`config.mk`:
```
export PLATFORM = sky130hd
export DESIGN_NAME = sfa_div
export DESIGN_NICKNAME = d
export VERILOG_FILES = /design/src/sfa_div.sv
export SDC_FILE = /design/constraint.sdc
export NUM_CORES = 1
export LEC_CHECK = 0
export ABC_CLOCK_PERIOD_IN_PS = 7200
export BUFFER_PORTS_ARGS = -buffer_cell sky130_fd_sc_hd__buf_2
export CORE_ASPECT_RATIO = 0.75
export CORE_UTILIZATION = 60
export DETAILED_ROUTE_END_ITERATION = 10
export PLACE_DENSITY = 0.79
export SYNTH_ARGS = -nofsm -noshare
export SYNTH_HDL_FRONTEND = slang
export SYNTH_SLANG_ARGS = --single-unit
```
`constraint.sdc`:
```
create_clock -name clk -period 7.2 [get_ports clk]
set_input_delay 1.44 -clock clk [delete_from_list [all_inputs] [get_ports clk]]
set_output_delay 1.44 -clock clk [all_outputs]
set_load 0.02 [all_outputs]
```
`src/sfa_div.sv`:
```
`default_nettype none
module sfa_div (
  input  wire         clk,
  input  wire         rst_n,
  input  wire         start,
  input  wire  [15:0] owned,
  input  wire  [15:0] cap,
  output logic        done,
  output logic [6:0]  quo
);

  localparam logic [2:0] LAST_STEP = 3'd6;

  logic        busy_r;
  logic        done_r;
  logic [2:0]  cnt_r;
  logic [22:0] rem_r;
  logic [22:0] dvs_r;
  logic [6:0]  quo_r;
  logic        ge;

  assign ge = (rem_r >= dvs_r);

  // restoring division, one quotient bit a cycle, msb first
  always_ff @(posedge clk) begin
    if (!rst_n) begin
      busy_r <= 1'b0;
      done_r <= 1'b0;
      cnt_r  <= 3'd0;
    end else begin
      done_r <= 1'b0;
      if (start) begin
        busy_r <= 1'b1;
        cnt_r  <= 3'd0;
      end else if (busy_r) begin
        cnt_r <= cnt_r + 3'd1;
        if (cnt_r == LAST_STEP) begin
          busy_r <= 1'b0;
          done_r <= 1'b1;
        end
      end
    end
  end

  always_ff @(posedge clk) begin
    if (start) begin
      rem_r <= ({7'd0, owned} * 23'd100) + {7'd0, cap} - 23'd1;
      dvs_r <= {1'b0, cap, 6'd0};
      quo_r <= 7'd0;
    end else if (busy_r) begin
      if (ge) rem_r <= rem_r - dvs_r;
      dvs_r <= {1'b0, dvs_r[22:1]};
      quo_r <= {quo_r[5:0], ge};
    end
  end

  assign done = done_r;
  assign quo  = quo_r;

endmodule
`default_nettype wire

```
==> Yosys cells after proc, flatten, opt, wreduce, memory -nomap -nowiden <==
Cells that the tools add are included.
W data, S select, Z words.
{ "classes": {"add_sub_neg": 4, "mul": 1, "order_cmp": 1, "n_eq_ne": 1, "mux": 9, "bitwise": 2, "n_reduce_logical": 5} }
{ "ops": {"columns": ["cell", "n"], "rows": [
  ["$mux W23", 3],
  ["$mux W22", 2],
  ["$add A23 B16 Y23", 1],
  ["$ge A23 B22 Y1", 1],
  ["$sub A23 B1 Y23 const B", 1],
  ["$sub A23 B22 Y23", 1],
  ["$mul A16 B5 Y21 const B", 1],
  ["$mux W1", 4],
  ["$reduce_bool A2 Y1", 2],
  ["$add A3 B1 Y3 const B", 1],
  ["$eq A3 B3 Y1 const B", 1],
  ["$reduce_or A3 Y1", 1],
  ["$not A1 Y1", 2],
  ["$reduce_and A2 Y1", 1],
  ["$reduce_or A2 Y1", 1]
]} }
{ "totals": {"ff_bits": 57, "input_bits": 35, "out_inout_bits": 8, "elab_cells": 30} }

==> Depth between registers and ports, before layout <==
{ "logic_depth": {"depth_word": 4, "ltp_mapped": 25, "ltp_nobuf": 24} }

==> Least setup slack after synthesis <==
No wires, ideal clock.
{ "synth_timing": {"path_type": "input -> register", "from": "input owned[3]", "to": "register rem_r[22] (data pin)", "setup_time_ns": 0.152, "arrival_ns": 6.047, "t_required_ns": 7.048, "path_slack_ns": 1.001, "stages": 23, "path_buffers": 1, "cell_sequence": "ha_1 -> ha_1 -> inv_1 -> fa_1 -> inv_1 -> ha_1 -> o21a_1 -> o31a_1 -> o21ai_0 -> nand2b_1 -> a21o_1 -> a21oi_1 -> xor2_1 -> ha_1 -> inv_1 -> ha_1 -> clkbuf_1 -> and4_1 -> a211o_1 -> a311o_1 -> a31o_1 -> or3_1 -> a31oi_1"} }
{ "synth_via": {"elab_chain_len": 4} }
{ "synth_lines": {"columns": ["item", "line_no", "rtl"], "rows": [
  ["start: declaration", "6", "input wire [15:0] owned,"],
  ["$mul A16 B5 Y21", "47", "rem_r <= ({7'd0, owned} * 23'd100) + {7'd0, cap} - 23'd1;"],
  ["$add A23 B16 Y23", "47", null],
  ["$sub A23 B1 Y23", "47", null],
  ["$mux W23", "46", "if (start) begin"],
  ["end signal: assignment", "47", null],
  ["end signal: assignment", "51", "if (ge) rem_r <= rem_r - dvs_r;"],
  ["end: declaration", "17", "logic [22:0] rem_r;"]
]} }
No other way between the ends.
A chain may end at the register's enable or synchronous reset.

==> Worst setup path after layout <==
Ends and elaborated chain as after synthesis.

==> results.md <==
- Final period util: 88.2%
- Ratio of cells with drive above 1 in the final layout: 8.15%
- Post-Synthesis Net Count: 910
- CTS max path bufs: 2
- Number of port buffers: 42
- Max Fclk: 0.158 GHz
- Most frequent cells in the layout: inv_1, ha_1, nand2_1, nor2_1, buf_2
- Slew HR: 36.0%
- Vias in the first global route: 5243
- Slowest cell delay on critical path: 0.49 ns
- Root Driver: clkbuf_16
- Setup TNS: 0 ns
- Met2 GRT Util: 44.3%
- Critical path class: in -> reg
- Slowest CP cell: fa_1
- Syn Area/Cell: 8.41 sq um
- Via Count: 5335
- Worst skew pair latency: 0.33 ns
- Crit Path Max Fanout: 8
- DRC viols: 0
- Die area: 0.0109 sq mm
- Setup Skew: 0.00807 ns
- PD cells: 403 mW/mm^2
- Sequential share of the synthesized area: 24.3%
- First-pass GRT wire length: 23.7 mm
- Filler instances: 858
- Clock slew at reported path FFs: 0.05 ns
- PostCTS Resize Cnt: 0
- CP Cell Sequence: buf_2 > ha_1 > ha_1 > inv_1 > fa_1 > inv_1 > ha_1 > o21a_1 > o31a_1 > o21ai_0 > nand2b_1 > a21o_1 > a21oi_1 > xor2_1 > ha_1 > inv_1 > ha_1 > a21oi_1 > nor2b_1 > a211o_1 > a311o_1 > a31o_1 > or3_1 > a31oi_1
- Crit-path most repeated cell: ha_1
- H-tree Lvls: 3
- Row cnt: 32
- Maximum VDD drop: 0.199 mV
- GR Util met1: 36.6%
- Reg area: 0.00153 sq mm
- Antenna violations before repair: 0
- WHS: 0.498 ns
- Post-synth EDFFs: 39
- Final hold vios: 0
- Met3 usage: 5.24%
- Req. time, crit path: 7.38 ns
- Ys flop type: edfxtp_1
- Area delta synth->final: 10.2%
- Most common cell after layout, fill and taps aside: inv_1
- TritonCTS Sinks: 57
- Vias/cell: 5.71
- CP arrival: 6.53 ns
- Core area: 0.0102 sq mm
- # diodes: 0
- Ys async rst share: 0%
- Largest net degree at the start of global routing: 74
- DIE HEIGHT: 90.8 um
- Total length of routed wires: 13.8 mm
- Max-slew violations: 0
- GP Congestion: 0.937
- Hold bufs inserted after CTS: 0
- Die Wd: 120 um
- Crit start category: input pin
- Distinct cell type count after synthesis: 54
- GRT Resource Usage Total: 27.0%
- Synth Register Bits: 57
- I/O pins: 43
- Post-CTS setup buffers: 0
- DR pass1 iterations: 5
- HP Class: reg -> reg
- Synth warnings: 0
- HPWL after detailed placement: 11.0 mm
- CP Capture Type: register
- # setup viols final: 0
- Total Power: 2800 uW
- Status: finished clean
- CTS Buf Count: 9
- RSZ-0062 raised after global routing: false
- Pin slew with the least headroom to its limit: 0.959 ns
- Mapped Cells: 751
- Mapped Area: 0.00631 sq mm
- Post-DRT Antenna Nets: 0
- Lkg Pwr: 0.00349 uW
- Final worst path period need: 6.35 ns
- Iter 0 DRT Violations: 420
- Maxcap violations: 0
- Starting Density: 61.6%
- Routed length per placed instance: 14.7 um
- Final nets: 952
- Total congestion overflow: 0
- Multi-input logic area: 0.00420 sq mm
- CTS tree: done
- Busiest layer in global routing: met2
state kept, by name (all words and copies together), names as in the netlist:
name    flops
done        1
busy_r      1
cnt_r       3
dvs_r      22
quo         7
rem_r      23
routing by layer:
metal / vias up / part of all wire [%] / wire [um]
met1: 2506 / 49 / 6680
met3: 17 / 5.1 / 707
met5: - / 0 / 0
met4: 0 / 0.97 / 133
met2: 138 / 45 / 6240
li1: 2674 / - / -
synth_stat cells, types with 12 or more instances:
| cell type | instances | area [sq um] |
|---|---|---|
| or3_1 | 12 | 75.1 |
| nor2_1 | 53 | 199 |
| nand2_1 | 54 | 203 |
| o31ai_1 | 16 | 120 |
| mux2i_1 | 17 | 170 |
| a21o_1 | 21 | 158 |
| dfxtp_1 | 18 | 360 |
| inv_1 | 143 | 537 |
| ha_1 | 111 | 1390 |
| edfxtp_1 | 39 | 1170 |
| a21oi_1 | 41 | 205 |
| o21ai_0 | 39 | 195 |
| xnor2_1 | 25 | 219 |
| fa_1 | 13 | 260 |
| xor2_1 | 18 | 158 |
critical path, delay by kind of cell:
| kind | cells | cell delay (ns) |
|---|---|---|
| AOI/OAI and AO/OA | 10 | 2.13 |
| adders and majority gates | 6 | 2.08 |
| and+or+nand+nor | 3 | 0.52 |
| buffers and inverters | 4 | 0.25 |
| xor gates and xnor gates | 1 | 0.09 |
cell type report:
class	instances	share of cell area, %
flip-flops and latches	57	22.0
well taps	136	2.45
clock inverters	5	0.378
clock buffers	11	3.79
inverters	144	7.77
multi-input cells	537	60.4
repair buffers	44	3.24
power breakdown:
part / switching [uW] / internal (uW) / total, uW
Sequential: 31.0 / 480 / 511
Clock: 149 / 260 / 409
Combinational: 1060 / 822 / 1880
Total: 1240 / 1560 / 2800
kinds of logic (layout without fill, tap and decap cells):
logic type	Yosys count	in the layout	synth area share [%]
multiplexers	17	17	2.70
XOR/XNOR	44	44	6.32
AND/OR/NAND/NOR	178	178	13.4
adder cells (fa/ha/maj)	124	124	26.1
AO/OA/AOI/OAI	174	174	17.9
buffers and inverters	157	204	9.33
flip-flops	57	57	24.3
through the flow:
| step | instances | instance area [sq um] | setup slack, ns | util [%] |
|---|---|---|---|---|
| finish | 934 | 6960 | 0.852 | 67.9 |
| global route | 934 | 6960 | 0.595 | 67.9 |
| CTS | 934 | 6960 | 0.890 | 67.9 |
| detailed placement | 918 | 6670 | 0.580 | 65.0 |
| global placement | 918 | 6670 | 0.731 | 65.0 |
| floorplan | 751 | 6310 | 1.00 | - |
worst paths after layout:
kind / start / to / slack, ns / cells past startpoint
min: cnt_r[2] / done / 0.50 / 2
max reg2reg: dvs_r[1] / rem_r[6] / 3.83 / 12
max: owned[3] / rem_r[22] / 0.85 / 24
min reg2reg: cnt_r[2] / done / 0.50 / 2
Power figures use the tool's default switching activity.
