==> src/sfa_pkg.sv <==
`default_nettype none
package sfa_pkg;

  // one table entry held by a cell
  typedef struct packed {
    logic        valid;
    logic        owned;
    logic [15:0] len;
    logic [15:0] owner;
    logic [31:0] ltime;
  } seg_t;

  typedef enum logic [2:0] {
    C_HOLD,
    C_ROT,
    C_INIT,
    C_ALLOC,
    C_FREE,
    C_MERGE
  } cell_op_t;

  // broadcast to every cell
  typedef struct packed {
    cell_op_t    op;
    logic        split;
    seg_t        ent;
    logic [15:0] rest;
    logic [15:0] cap;
  } cell_ctrl_t;

  // per-cell position decode
  typedef struct packed {
    logic sel;
    logic nxt;
    logic shup;
    logic mhead;
    logic mshift;
  } cell_sel_t;

  typedef enum logic [2:0] {
    S_IDLE,
    S_SCAN,
    S_MOD,
    S_MERGE,
    S_PCT,
    S_DIV,
    S_DONE
  } state_t;

  localparam logic [1:0] FN_ALLOC = 2'd0;
  localparam logic [1:0] FN_FREE  = 2'd1;
  localparam logic [1:0] FN_EVICT = 2'd2;
  localparam logic [1:0] FN_MERGE = 2'd3;

  localparam logic [1:0] FIT_FIRST = 2'd0;
  localparam logic [1:0] FIT_BEST  = 2'd1;

  localparam logic [2:0] ST_OK       = 3'd0;
  localparam logic [2:0] ST_NOFIT    = 3'd1;
  localparam logic [2:0] ST_FULL     = 3'd2;
  localparam logic [2:0] ST_NOTFOUND = 3'd3;
  localparam logic [2:0] ST_NOEVICT  = 3'd4;

  localparam logic REG_CAP  = 1'b0;
  localparam logic REG_MODE = 1'b1;

  localparam logic [15:0] RESET_CAP = 16'd1024;
  localparam logic [6:0]  PCT_MAX   = 7'd100;

endpackage
`default_nettype wire

==> src/sfa_cell.sv <==
`default_nettype none
module sfa_cell #(
  parameter bit FIRST = 1'b0,
  parameter bit LAST  = 1'b0
) (
  input  wire                  clk,
  input  wire                  rst_n,
  input  sfa_pkg::cell_ctrl_t  ctrl,
  input  sfa_pkg::cell_sel_t   sel,
  input  sfa_pkg::seg_t        up,
  input  sfa_pkg::seg_t        dn,
  output sfa_pkg::seg_t        ent
);

  sfa_pkg::seg_t ent_r, ent_nxt;

  always_comb begin
    ent_nxt = ent_r;
    unique case (ctrl.op)
      sfa_pkg::C_HOLD: begin
      end
      sfa_pkg::C_ROT: begin
        ent_nxt = up;
      end
      sfa_pkg::C_INIT: begin
        ent_nxt.valid = FIRST;
        ent_nxt.owned = 1'b0;
        ent_nxt.len   = FIRST ? ctrl.cap : 16'd0;
      end
      sfa_pkg::C_ALLOC: begin
        if (sel.sel) begin
          ent_nxt = ctrl.ent;
        end else if (ctrl.split && sel.nxt) begin
          ent_nxt.valid = 1'b1;
          ent_nxt.owned = 1'b0;
          ent_nxt.len   = ctrl.rest;
        end else if (ctrl.split && sel.shup) begin
          ent_nxt = dn;
        end
      end
      sfa_pkg::C_FREE: begin
        if (sel.sel) ent_nxt.owned = 1'b0;
      end
      sfa_pkg::C_MERGE: begin
        if (sel.mhead) begin
          ent_nxt.len = ent_r.len + up.len;
        end else if (sel.mshift) begin
          if (LAST) begin
            ent_nxt.valid = 1'b0;
            ent_nxt.owned = 1'b0;
            ent_nxt.len   = 16'd0;
          end else begin
            ent_nxt = up;
          end
        end
      end
      default: begin
      end
    endcase
  end

  // owner and load time carry no reset
  always_ff @(posedge clk) begin
    if (!rst_n) begin
      ent_r.valid <= FIRST;
      ent_r.owned <= 1'b0;
      ent_r.len   <= FIRST ? sfa_pkg::RESET_CAP : 16'd0;
    end else begin
      ent_r.valid <= ent_nxt.valid;
      ent_r.owned <= ent_nxt.owned;
      ent_r.len   <= ent_nxt.len;
    end
    ent_r.owner <= ent_nxt.owner;
    ent_r.ltime <= ent_nxt.ltime;
  end

  assign ent = ent_r;

endmodule
`default_nettype wire

==> config.mk <==
export PLATFORM = sky130hd
export DESIGN_NAME = sfa_cell
export DESIGN_NICKNAME = d
export VERILOG_FILES = /design/src/sfa_pkg.sv /design/src/sfa_cell.sv
export SDC_FILE = /design/constraint.sdc
export NUM_CORES = 1
export LEC_CHECK = 0
export BUFFER_PORTS_ARGS = -buffer_cell sky130_fd_sc_hd__buf_2
export CAP_MARGIN = 20
export CORE_AREA = 5 5 117 119
export DETAILED_ROUTE_END_ITERATION = 10
export DIE_AREA = 0 0 122 124
export PLACE_DENSITY = 0.74
export SYNTH_ARGS = -nofsm -noshare
export SYNTH_HDL_FRONTEND = slang
export SYNTH_SLANG_ARGS = --single-unit
==> constraint.sdc <==
create_clock -name clk -period 4.1 [get_ports clk]
set_input_delay 0.82 -clock clk [delete_from_list [all_inputs] [get_ports clk]]
set_output_delay 0.82 -clock clk [all_outputs]
set_load 0.1 [all_outputs]
==> Word-level counts from Yosys, hierarchy flattened <==
Index checks and enable logic that the tools add are counted.
{ "classes": {"addsub": 1, "n_eq_ne": 12, "mux": 13, "reduce_logical": 9} }
{ "op_table": {"columns": ["op", "n"], "rows": [
  ["66-bit two-way mux", 3],
  ["48-bit one-hot mux with 3 select lines", 1],
  ["48-bit two-way mux", 2],
  ["16-bit one-hot mux with 4 select lines", 1],
  ["18-bit two-way mux", 1],
  ["16-bit adder", 1],
  ["16-bit two-way mux", 1],
  ["5-bit AND reduction", 2],
  ["3-bit inequality test (second input constant)", 3],
  ["3-bit by 2-bit == test with 1-bit output (second input constant)", 2],
  ["3-bit == test (second input constant)", 2],
  ["2-bit inequality test (second input constant)", 3],
  ["1-bit one-hot mux with 5 select lines", 1],
  ["5-bit nonzero test", 1],
  ["4-bit inequality test (second input constant)", 1],
  ["1-bit one-hot mux with 4 select lines", 1],
  ["4-bit AND reduction", 1],
  ["4-bit nonzero test", 1],
  ["3-bit by 1-bit == test with 1-bit output (second input constant)", 1],
  ["3-bit AND reduction", 1],
  ["3-bit nonzero test", 1],
  ["1-bit logical AND", 2],
  ["2-bit two-way mux", 1],
  ["1-bit two-way mux", 1]
]} }
{ "totals": {"reg_bits": 66, "in_bits": 241, "output_inout_bits": 66, "word_cells": 40} }

==> Logic depth before layout (Yosys ltp) <==
{ "logic_depth": {"word_depth": 5, "mapped_depth": 9, "mapped_depth_nobuf": 8} }

==> Least setup slack after synthesis <==
OpenSTA, ideal clock, no wires.
{ "synth_path": {"path_type": "input -> register", "start": "in ctrl[99] (netlist bit)", "end": "reg ent_r, in the netlist ent[0], enable pin", "setup_ns": 0.411, "arrival_ns": 2.488, "required_ns": 3.689, "slack_ns": 1.202, "stages": 5, "path_buffers": 1, "path_cell_list": "buf_2 > nand3b_1 > nor2_1 > o21ai_0 > and3_1"} }
{ "synth_between": {"elab_chain_cells": 3, "elab_cells_between_ends": 9, "classes_between": "eq/ne: 7; reduce/logical: 2"} }
{ "synth_rtl": {"columns": ["item", "line_no", "source"], "rows": [
  ["start: declaration", "sfa_cell.sv:8", "input sfa_pkg::cell_ctrl_t ctrl,"],
  ["3-bit by 2-bit == test with 1-bit output, or another cell as far along", "sfa_cell.sv:19", "unique case (ctrl.op)"],
  ["3-bit inequality test (no source line), or another cell as far along", null, null],
  ["5-bit AND reduction (no source line) *", null, null],
  ["end: declaration", "sfa_cell.sv:15", "sfa_pkg::seg_t ent_r, ent_nxt;"]
]} }
Mark *: on every way between the ends. The rest lies on a longest branch, timed or not.
A chain may end at the register's enable or synchronous reset.

==> Worst setup path after layout <==
{ "layout_path": {"start": "in sel[4] (netlist bit)", "end": "reg ent_r, in the netlist ent[63]"} }
{ "layout_between": {"elab_chain_cells": 2, "elab_cells_between_ends": 4, "classes_between": "eq/ne: 1; mux: 2; reduce/logical: 1"} }
{ "layout_rtl": {"columns": ["item", "line_no", "source"], "rows": [
  ["start: declaration", "sfa_cell.sv:9", "input sfa_pkg::cell_sel_t sel,"],
  ["4-bit inequality test (no source line) or 66-bit two-way mux (tied branches)", null, null],
  ["3-bit AND reduction (no source line) or 16-bit one-hot mux with 4 select lines (tied branches)", null, null]
]} }
Parallel ways exist; a longest one is shown, timed or not.

==> run metrics <==
status=finished, final reports clean; # port buffers=290; Final Critical Period=~2.6 ns; sequential share of the synthesized area=0.3771; Initial Util=0.3833; Die Span X=between 100 and 150 µm; synthesized area per cell=8.999 µm²; Hold Crit Start=ent[65]$_SDFFE_PN0P_; worst hold path class=flop to flop; Max VDD drop=0.1771 mV; Tightest Pin Transition=0.7530 ns; hold_buf cts=0; final-report max-slew violation count=0; vias in the first global route=4514; GRT busiest layer=met2; syn_nets=approximately 800; final hold vios=0; wire per inst=approximately 17 µm; post-route ant nets=0; Placer Congestion=approximately 0.9; FILL cells=1248; f_max=383.5 MHz; die area=15130 µm²; P per Cell Area=between 300 and 400 nW/µm²; synth unique cells=59; CP arrival=2.82 ns; endpoint type of the worst setup path=flop; largest net degree at the start of global routing=97; row count=41; RSZ-0062 raised after global routing=no; Cells after Synth=531; share of layout cells above drive strength 1=0.3950; first-pass GRT wire length=~24000 µm; DR DRC count=0; Critical Path RT=4.31 ns; reg2reg end=ent[58]$_SDFFE_PN0P_; Startpoint Class=input port; met2 global-route usage=0.3353; met1 GRT Util=0.2733; initial antenna violation count=1; die height=124 µm; area of the core=about 12000 µm²; fin cells=around 1000; MaxCap Viol Count=0; Synth Register Bits=66; fin crit share=0.6359; hold depth=2; r2r worst-path depth=8; max reg flops=66; ANT cells=0; area grow syn2layout=37.60%; clk slew on worst S/H paths=0.06 ns; Bufs on Longest Clock Path=2; Nets=between 1000 and 1500; met3 Use GR=0.04223; top cell type's share of synthesized area=0.3016; crit path from=sel[4]; Global Route Usage Sum=0.2055; TritonCTS clock tree=built; area of the multi-input gates=2770 µm²; R2R Path Start=ent[48]$_SDFFE_PN0P_; vias per cell=5.178; commonest register cell after synthesis=edfxtp_1; clock latency on the worst-skew pair=0.32 ns; postcts setup bufs=0; Vias=5059; Synth warnings=0; endpoints failing setup=0; post-DP HPWL=13590 µm; IO Pins=307; Lkg Pwr=3.275 nW; crit-path max FO=between 40 and 50; clk sinks=66; Sequential Area=1802 µm²; final WL=between 15000 and 20000 µm; DRT Pass-1 Iters=5; Synth Cell Area=4778 µm²; Yosys top cell by area=edfxtp_1; 1st-iter DRT viols=just under 400; Worst slew margin=0.4980; setup TNS=0 ns; asr flop ratio synth=0; ranking of synthesized cells by area=edfxtp_1 (30%), mux2i_1 (15%), o21ai_0 (8.4%), dfxtp_1 (7.5%), nand2_1 (7.0%); CTS Buf Count=9; WS Path Type=input port to flop; CTS resizes=0; H-tree Lvls=3; Hold EP=ent[65]$_SDFFE_PN0P_; skew final=0.001910 ns; Post-synth EDFFs=48; flop2flop setup slack=around 1.8 ns; Inst Count DP=961; gr ovfl total=0; clk root buf=clkbuf_16
## layout make-up
class	count	area share
inverters	7	0.003996
flip-flops and latches	66	0.2740
repair buffers	295	0.2268
clock inverters	7	0.006851
clock buffers	9	0.03425
well taps	172	0.03273
multi-input cells	421	0.4213
## where the power goes
part | internal (mW) | switching (mW)
sequential | 0.785 | 0.0250
combinational | 0.257 | 0.714
clock | 0.407 | 0.291
## per-layer routing
metal | wire length, µm | share of wire
met3 | 1511 | 0.089
met1 | 6989 | 0.41
met2 | 8124 | 0.48
met5 | 13 | 0.00077
met4 | 279 | 0.016
## metrics by stage
step                      instance area (µm²)    util  worst slack (ns)  power [mW]  hold WS, ns
after global routing                     6575  0.5275             1.361       2.599       0.4924
after detailed placement                 6305  0.5058             1.142       1.793       0.4573
final                                    6575  0.5275             1.493       2.479       0.4672
after CTS                                6575  0.5275             1.500       2.500       0.4664
after floorplan                          4778       -             1.202       1.547       0.8887
after global placement                   6305  0.5058             1.204       1.783       0.4479
## synth_stat cells (2+ instances only)
| master | n |
|---|---|
| a211o_1 | 2 |
| a211oi_1 | 10 |
| a21o_1 | 6 |
| a21oi_1 | 24 |
| a221oi_1 | 4 |
| a22oi_1 | 4 |
| a31oi_1 | 6 |
| a32oi_1 | 6 |
| and2_1 | 2 |
| and3_1 | 9 |
| buf_2 | 15 |
| buf_4 | 2 |
| buf_6 | 2 |
| clkbuf_1 | 17 |
| dfxtp_1 | 18 |
| edfxtp_1 | 48 |
| ha_1 | 15 |
| inv_1 | 6 |
| mux2i_1 | 70 |
| nand2_1 | 89 |
| nand2_2 | 2 |
| nand2b_1 | 4 |
| nand3_1 | 7 |
| nor2_1 | 20 |
| nor2b_1 | 5 |
| nor3_1 | 3 |
| o211a_1 | 4 |
| o211ai_1 | 6 |
| o21ai_0 | 80 |
| o21ai_1 | 4 |
| o311ai_0 | 2 |
| o32ai_1 | 2 |
| or3_1 | 5 |
| xnor2_1 | 6 |
| xor2_1 | 2 |
## critical path, cell delays in order
cell,delay (ns)
buf_4,0.47
nor2b_1,0.18
a311oi_4,0.66
buf_4,0.33
o311ai_0,0.15
o21ai_0,0.11
a31oi_1,0.09
## cells by family after synthesis
| family | after synthesis | synth area share |
|---|---|---|
| and+or+nand+nor | 153 | 0.1448 |
| adders and majority gates | 16 | 0.04347 |
| DFF | 66 | 0.3771 |
| xor gates and xnor gates | 8 | 0.01466 |
| muxes | 71 | 0.1490 |
| AOI/OAI and AO/OA | 173 | 0.2276 |
| buffers and inverters | 44 | 0.04346 |
## cell usage in the layout (no fill, tap or decap), types with 2 or more instances in the layout
| master | count |
|---|---|
| buf_2 | 289 |
| nand2_1 | 89 |
| o21ai_0 | 80 |
| mux2i_1 | 70 |
| edfxtp_1 | 48 |
| a21oi_1 | 24 |
| nor2_1 | 20 |
| dfxtp_1 | 18 |
| ha_1 | 15 |
| a211oi_1 | 10 |
| clkbuf_16 | 9 |
| and3_1 | 8 |
| nand3_1 | 7 |
| a32oi_1 | 6 |
| o211ai_1 | 6 |
| a31oi_1 | 6 |
| xnor2_1 | 6 |
| inv_1 | 6 |
| a21o_1 | 6 |
| buf_4 | 6 |
| nor2b_1 | 5 |
| or3_1 | 5 |
| nand2b_1 | 4 |
| o21ai_1 | 4 |
| o211a_1 | 4 |
| a22oi_1 | 4 |
| a221oi_1 | 4 |
| nor3_1 | 3 |
| nand2_2 | 2 |
| and2_1 | 2 |
| a211o_1 | 2 |
| o32ai_1 | 2 |
| o311ai_0 | 2 |
| xor2_1 | 2 |
| clkinvlp_4 | 2 |
| clkinv_1 | 2 |
## how the worst max path moves through the flow
stage / end / slack [ns] / cells past startpoint
2_1_floorplan: ent[0]$_DFFE_PP_ / 1.20 / 5
3_3_place_gp: ent[63]$_SDFFE_PN0P_ / 1.20 / 7
3_5_place_dp: ent[63]$_SDFFE_PN0P_ / 1.14 / 7
4_1_cts: ent[63]$_SDFFE_PN0P_ / 1.50 / 7
5_1_grt: ent[63]$_SDFFE_PN0P_ / 1.36 / 7
6_report: ent[63]$_SDFFE_PN0P_ / 1.49 / 7
Note: power is estimated with default switching activity, not from simulation.
